==> src/tst_pkg.sv <==
`timescale 1ns / 1ps
`default_nettype none
package tst_pkg;

	localparam logic [2:0] OP_INGRESS       = 3'd0;
	localparam logic [2:0] OP_EGRESS        = 3'd1;
	localparam logic [2:0] OP_SET_PORT      = 3'd2;
	localparam logic [2:0] OP_CLEAR_PORT    = 3'd3;
	localparam logic [2:0] OP_SET_POL_REC   = 3'd4;
	localparam logic [2:0] OP_SET_POL_OTHER = 3'd5;
	localparam logic [2:0] OP_CLEAR_POL     = 3'd6;

	localparam logic [1:0] VERDICT_NONE = 2'd0;
	localparam logic [1:0] VERDICT_TCP  = 2'd1;
	localparam logic [1:0] VERDICT_HTTP = 2'd2;

	localparam logic [1:0] ACT_NONE     = 2'd0;
	localparam logic [1:0] ACT_INSERTED = 2'd1;
	localparam logic [1:0] ACT_STAMPED  = 2'd2;
	localparam logic [1:0] ACT_DROPPED  = 2'd3;

	localparam logic [1:0] KIND_NONE     = 2'd0;
	localparam logic [1:0] KIND_REQUEST  = 2'd1;
	localparam logic [1:0] KIND_RESPONSE = 2'd2;

	localparam logic [15:0] ETH_TYPE_IPV4      = 16'h0800;
	localparam logic [7:0]  PROTO_TCP          = 8'd6;
	localparam logic [3:0]  PLAIN_HEADER_WORDS = 4'd5;

	localparam int POL_VALID_BIT  = 0;
	localparam int POL_RECORD_BIT = 1;

	localparam int IN_DATA_W  = 200;
	localparam int IN_USER_W  = 3;
	localparam int OUT_DATA_W = 136;

	typedef struct packed {
		logic [2:0]  operation;
		logic [3:0]  entry_index;
		logic        headers_complete;
		logic [15:0] ether_type;
		logic [7:0]  ip_protocol;
		logic [3:0]  ip_header_words;
		logic [31:0] source_address;
		logic [31:0] destination_address;
		logic [15:0] source_port;
		logic [15:0] destination_port;
		logic        finish_or_reset;
		logic [63:0] timestamp;
	} in_item_t;

	typedef struct packed {
		logic        valid;
		logic [63:0] addresses;
		logic [31:0] ports;
		logic [63:0] request_time;
		logic [63:0] response_time;
	} slot_entry_t;

	typedef struct packed {
		logic clear_en;
		logic capture;
		logic lookup;
		logic commit;
	} ctrl_cmd_t;

	typedef struct packed {
		logic clear_last;
		logic out_free;
	} dp_status_t;

endpackage
`default_nettype wire

==> src/tst_ctrl.sv <==
`timescale 1ns / 1ps
`default_nettype none
module tst_ctrl (
	input  wire                   clk,
	input  wire                   arst_n,
	input  wire                   in_valid,
	output logic                  in_ready,
	input  tst_pkg::dp_status_t   status,
	output tst_pkg::ctrl_cmd_t    cmd
);

	localparam logic [1:0] ST_CLEAR = 2'd0;
	localparam logic [1:0] ST_IDLE  = 2'd1;
	localparam logic [1:0] ST_LOOK  = 2'd2;
	localparam logic [1:0] ST_RMW   = 2'd3;

	logic [1:0] state_q;
	logic [1:0] state_next;

	always_comb begin
		state_next = state_q;
		cmd        = '0;
		in_ready   = 1'b0;
		case (state_q)
			ST_CLEAR: begin
				cmd.clear_en = 1'b1;
				if (status.clear_last) begin
					state_next = ST_IDLE;
				end
			end
			ST_IDLE: begin
				in_ready = 1'b1;
				if (in_valid) begin
					cmd.capture = 1'b1;
					state_next  = ST_LOOK;
				end
			end
			ST_LOOK: begin
				cmd.lookup = 1'b1;
				state_next = ST_RMW;
			end
			ST_RMW: begin
				if (status.out_free) begin
					cmd.commit = 1'b1;
					state_next = ST_IDLE;
				end
			end
			default: begin
				state_next = ST_CLEAR;
			end
		endcase
	end

	always_ff @(posedge clk or negedge arst_n) begin
		if (!arst_n) begin
			state_q <= ST_CLEAR;
		end else begin
			state_q <= state_next;
		end
	end

endmodule
`default_nettype wire

==> config.mk <==
export PLATFORM = sky130hd
export DESIGN_NAME = tst_ctrl
export DESIGN_NICKNAME = d
export VERILOG_FILES = /design/src/tst_pkg.sv /design/src/tst_ctrl.sv
export SDC_FILE = /design/constraint.sdc
export NUM_CORES = 1
export LEC_CHECK = 0
export BUFFER_PORTS_ARGS = -buffer_cell sky130_fd_sc_hd__buf_2
export CAP_MARGIN = 10
export CORE_AREA = 2 2 39 41
export CTS_CLUSTER_DIAMETER = 30
export CTS_CLUSTER_SIZE = 14
export DETAILED_ROUTE_END_ITERATION = 10
export DIE_AREA = 0 0 41 43
export PLACE_DENSITY_LB_ADDON = 0.05
export SYNTH_ARGS = -nofsm -noshare
export SYNTH_HDL_FRONTEND = slang
export SYNTH_SLANG_ARGS = --single-unit
==> constraint.sdc <==
create_clock -name clk -period 1.45 [get_ports clk]
set_input_delay 0.2175 -clock clk [delete_from_list [all_inputs] [get_ports clk]]
set_output_delay 0.2175 -clock clk [all_outputs]
set_load 0.01 [all_outputs]
## Yosys cells after proc, flatten, opt, wreduce, memory -nomap -nowiden

Cells that the tools add are included.
W data, S select, Z words.

| storage, ports and cells | value |
|---|---|
| bits of input ports | 5 |
| output and inout bits | 5 |
| logic and storage cells | 20 |
| bits in registers | 2 |

| cells by class | value |
|---|---|
| mux-type cells | 11 |
| equality and inequality tests | 6 |
| reductions and logical operators | 2 |

Operators by type and width:

| cell | count |
|---|---|
| $pmux W2 S4 | 1 |
| $mux W1 | 7 |
| $mux W2 | 3 |
| $ne A2 B2 Y1 const B | 3 |
| $eq A2 B2 Y1 const B | 2 |
| $reduce_and A3 Y1 | 1 |
| $eq A2 B1 Y1 const B | 1 |
| $logic_not A2 Y1 | 1 |

## Logic depth before layout (Yosys ltp)

| logic depth | value |
|---|---|
| depth in word-level cells | 3 |
| depth in mapped cells | 4 |
| depth with buffers taken out | 4 |

## Worst setup path after synthesis

Ideal clock, no wire load.

| timing path | value |
|---|---|
| kind | flip-flop to flip-flop |
| start | register state_q[0] |
| end | register state_q[1] |
| clock period less this slack | 1,587 ps |
| data arrival time | 1,459 ps |
| path slack | -137 ps |
| data required time | 1,323 ps |
| library setup time | 127 ps |
| path buffers | 0 |
| cell stages (with the launch flop) | 5 |
| cells stage by stage | dfrtp_1 -> inv_1 -> ha_1 -> a222oi_1 -> mux2_1 |

| on the way | value |
|---|---|
| cells in the longest elaborated chain, start to end | 3 |
| elaborated cells between the ends (all ways) | 9 |
| classes of those cells | eq/ne (6); mux (1); reduce/logical (2) |

RTL lines:

| what | RTL line | text |
|---|---|---|
| start, declared | tst_ctrl.sv:17 | `logic [1:0] state_q;` |
| start signal, assigned | tst_ctrl.sv:58 | `state_q <= state_next;` |
| $eq A2 B2 Y1, or another cell as far along | tst_ctrl.sv:24 | `case (state_q)` |
| $ne A2 B2 Y1 (no source line) | -- |  |
| $reduce_and A3 Y1 (no source line) | -- |  |

Several ways; a longest one is shown, not always the timed one.
A chain may end at the register's enable or synchronous reset.

## Final worst setup path

| timing path | value |
|---|---|
| start | register state_q[1] |
| end | register state_q[1] |

The elaborated chain is that of the path after synthesis.

==> metrics.yaml <==
power.density_nw_per_um2: 2090
status: "complete, but fails checks"
fin_crit_sh: 1.06
multiInputGateArea_um2: 138
clk_path_buf_depth: 2
place_worst_setup_slack_ns: -0.154
numCtsBuffers: 3
finalHoldViolations: 0
critPathMaxFanout: 3
swShare: 0.356
synthDistinctLibCells: 9
drive_above_1_share: 0.722
final_max_slew_viol_count: 0
dpl_cell_area_um2: 290
netlist_area_um2: 178
start_util: 0.128
period_needed_ns: 1.54
ys_seq_elements: 2
rows: 14
setup_viol: 2
drt_iter0_drc: 8
power_leakage_nw: 0.194
fmax_ghz: 0.651
nets: 48
grt_pass1_vias: 186
numClockSinks: 2
top_register: "state_q"
p_total_w: 0.000746
fp.dieW_um: 41
end_kind: "flop"
post_drt_wl_per_cell_um: 8.17
numPortBuffers: 9
htreeDepth: 1
internal-power_w: 0.000481
maxSlewHeadroom: 0.798
dp_hpwl_um: 332
die_height_um: 43
drc: 0
holdWs_ns: 0.308
firstDrtPassIters: 4
crit_type: "reg2reg"
netlist_instances: 17
largest_reg_flops: 2
grt_max_degree: 5
vias: 183
fin_ws_ns: -0.0851
power_switching_w: 0.000266
violations: "setup timing"
pwr-share-seq: 0.170
ys_seq_area_frac: 0.282
syn_nets: 27
reg_top3: "state_q: 2 flops"
grt_setup_unrepaired: "yes"
yosys_warnings: 0
n_fill_cell: 156
grt_pass1_wl_um: 634
pwr-share-comb: 0.666
antenna_found_initial: 0
antennaDiodeCount: 0
drtAntennaViolNets: 0
cts-root-buf: "clkbuf_4"
stdcell_area_um2: 358
clkSlewWorstSetupHoldPaths_ns: 0.03
syn2layout_area_growth_pct: 101
grtUsageTotal: 0.0582
drv_cap: 0
clock_latency_ns: 0.22
utilization: 0.259
design.die.area_um2: 1760
grt-ovfl-total: 0
arrival_ns: 1.64
worst_pin_slew_ns: 0.302
clkPwrFrac: 0.164
required_ns: 1.55
io_pins: 10
avgSynthCellArea_um2: 10.5
cts_tree: "yes"
place_congestion: 0.641
wl_um: 425
core_area_um2: 1380
final-seq-area_um2: 51.3
cp-start-kind: "flop"
hp-class: "in2async"
viasPerCell: 3.52
ir_worst_vdd_mv: 0.655
fin_skew_ns: 0.00127
worst max-delay path: stages (launching register included):
cell	delay [ns]
dfrtp_1	0.37
inv_2	0.08
ha_4	0.16
a222oi_1	0.33
buf_4	0.18
mux2_4	0.29
cell type report:
class | count | area share
clock buffers | 3 | 0.0629
well taps | 16 | 0.0559
flip-flops and latches | 2 | 0.143
multi-input cells | 10 | 0.385
repair buffers | 16 | 0.297
inverters | 5 | 0.0559
final timing paths:
kind	start	endpoint	slack [ns]	depth (start not counted)
setup / recovery	state_q[1]$_DFFE_PN0P_	state_q[1]$_DFFE_PN0P_	-0.09	5
hold / removal	arst_n	state_q[1]$_DFFE_PN0P_	0.31	2
setup reg to reg	state_q[1]$_DFFE_PN0P_	state_q[1]$_DFFE_PN0P_	-0.09	5
hold reg to reg	state_q[1]$_DFFE_PN0P_	state_q[1]$_DFFE_PN0P_	0.67	2
max in group asynchronous	arst_n	state_q[0]$_DFFE_PN0P_	1.04	2
min in group clk	status[1]	state_q[1]$_DFFE_PN0P_	0.58	5
power groups by stage:
stage	combinational [W]	sequential (W)	clock (W)
6_report	0.000497	0.000127	0.000122
5_1_grt	0.000564	0.000131	0.000133
4_1_cts	0.000513	0.000126	0.000131
3_5_place_dp	0.000393	0.000126	0
3_3_place_gp	0.000402	0.000126	0
2_1_floorplan	0.000241	0.000121	0
layer usage:
layer  wire length, um  vias to the layer above  GRT usage  share of wire
met3                37                        0     0.0314          0.087
met2               218                        8     0.0813           0.51
met5                 0                        -          0              0
met4                 0                        0     0.0600              0
li1                  -                       91          -              -
met1               169                       84     0.0545           0.40
per-stage QoR:
step                std cells  TNS, ns
floorplan                  17  -0.0783
global placement           45   -0.146
detailed placement         45   -0.154
CTS                        52   -0.214
global route               52   -0.271
finish                     52   -0.108
Yosys cell counts (all sizes together):
library cell | instances | area [um^2]
mux2i | 1 | 10.0
dfrtp | 2 | 50.1
mux2 | 1 | 11.3
ha | 5 | 62.6
and2 | 2 | 13.8
a222oi | 1 | 10.0
inv | 4 | 15.0
clkinvlp | 1 | 5.00
cells by family (layout without fill, tap and decap cells):
family          after synthesis  in the layout  share of synthesized area
mux                           2              2                      0.120
flops                         2              2                      0.282
simple gates                  2              2                     0.0775
fa+ha+maj                     5              5                      0.352
buf+inv                       5             24                      0.113
compound gates                1              1                     0.0563
cells in the final DEF (no fill, tap or decap), drive strengths merged:
cell,n
clkinvlp,1
a222oi,1
clkbuf,3
and2,2
mux2,1
dfrtp,2
buf,15
dlygate4sd3,1
ha,5
mux2i,1
inv,4
what timing repair did:
action,CTS,global route
setup endpoints to repair,1,3
hold endpoints to repair,2,0
hold buffers,1,0
buffers inserted,3,0
pin swaps,2,2
gates resized for setup,4,0
No activity file was read; power rests on OpenSTA's default activity.
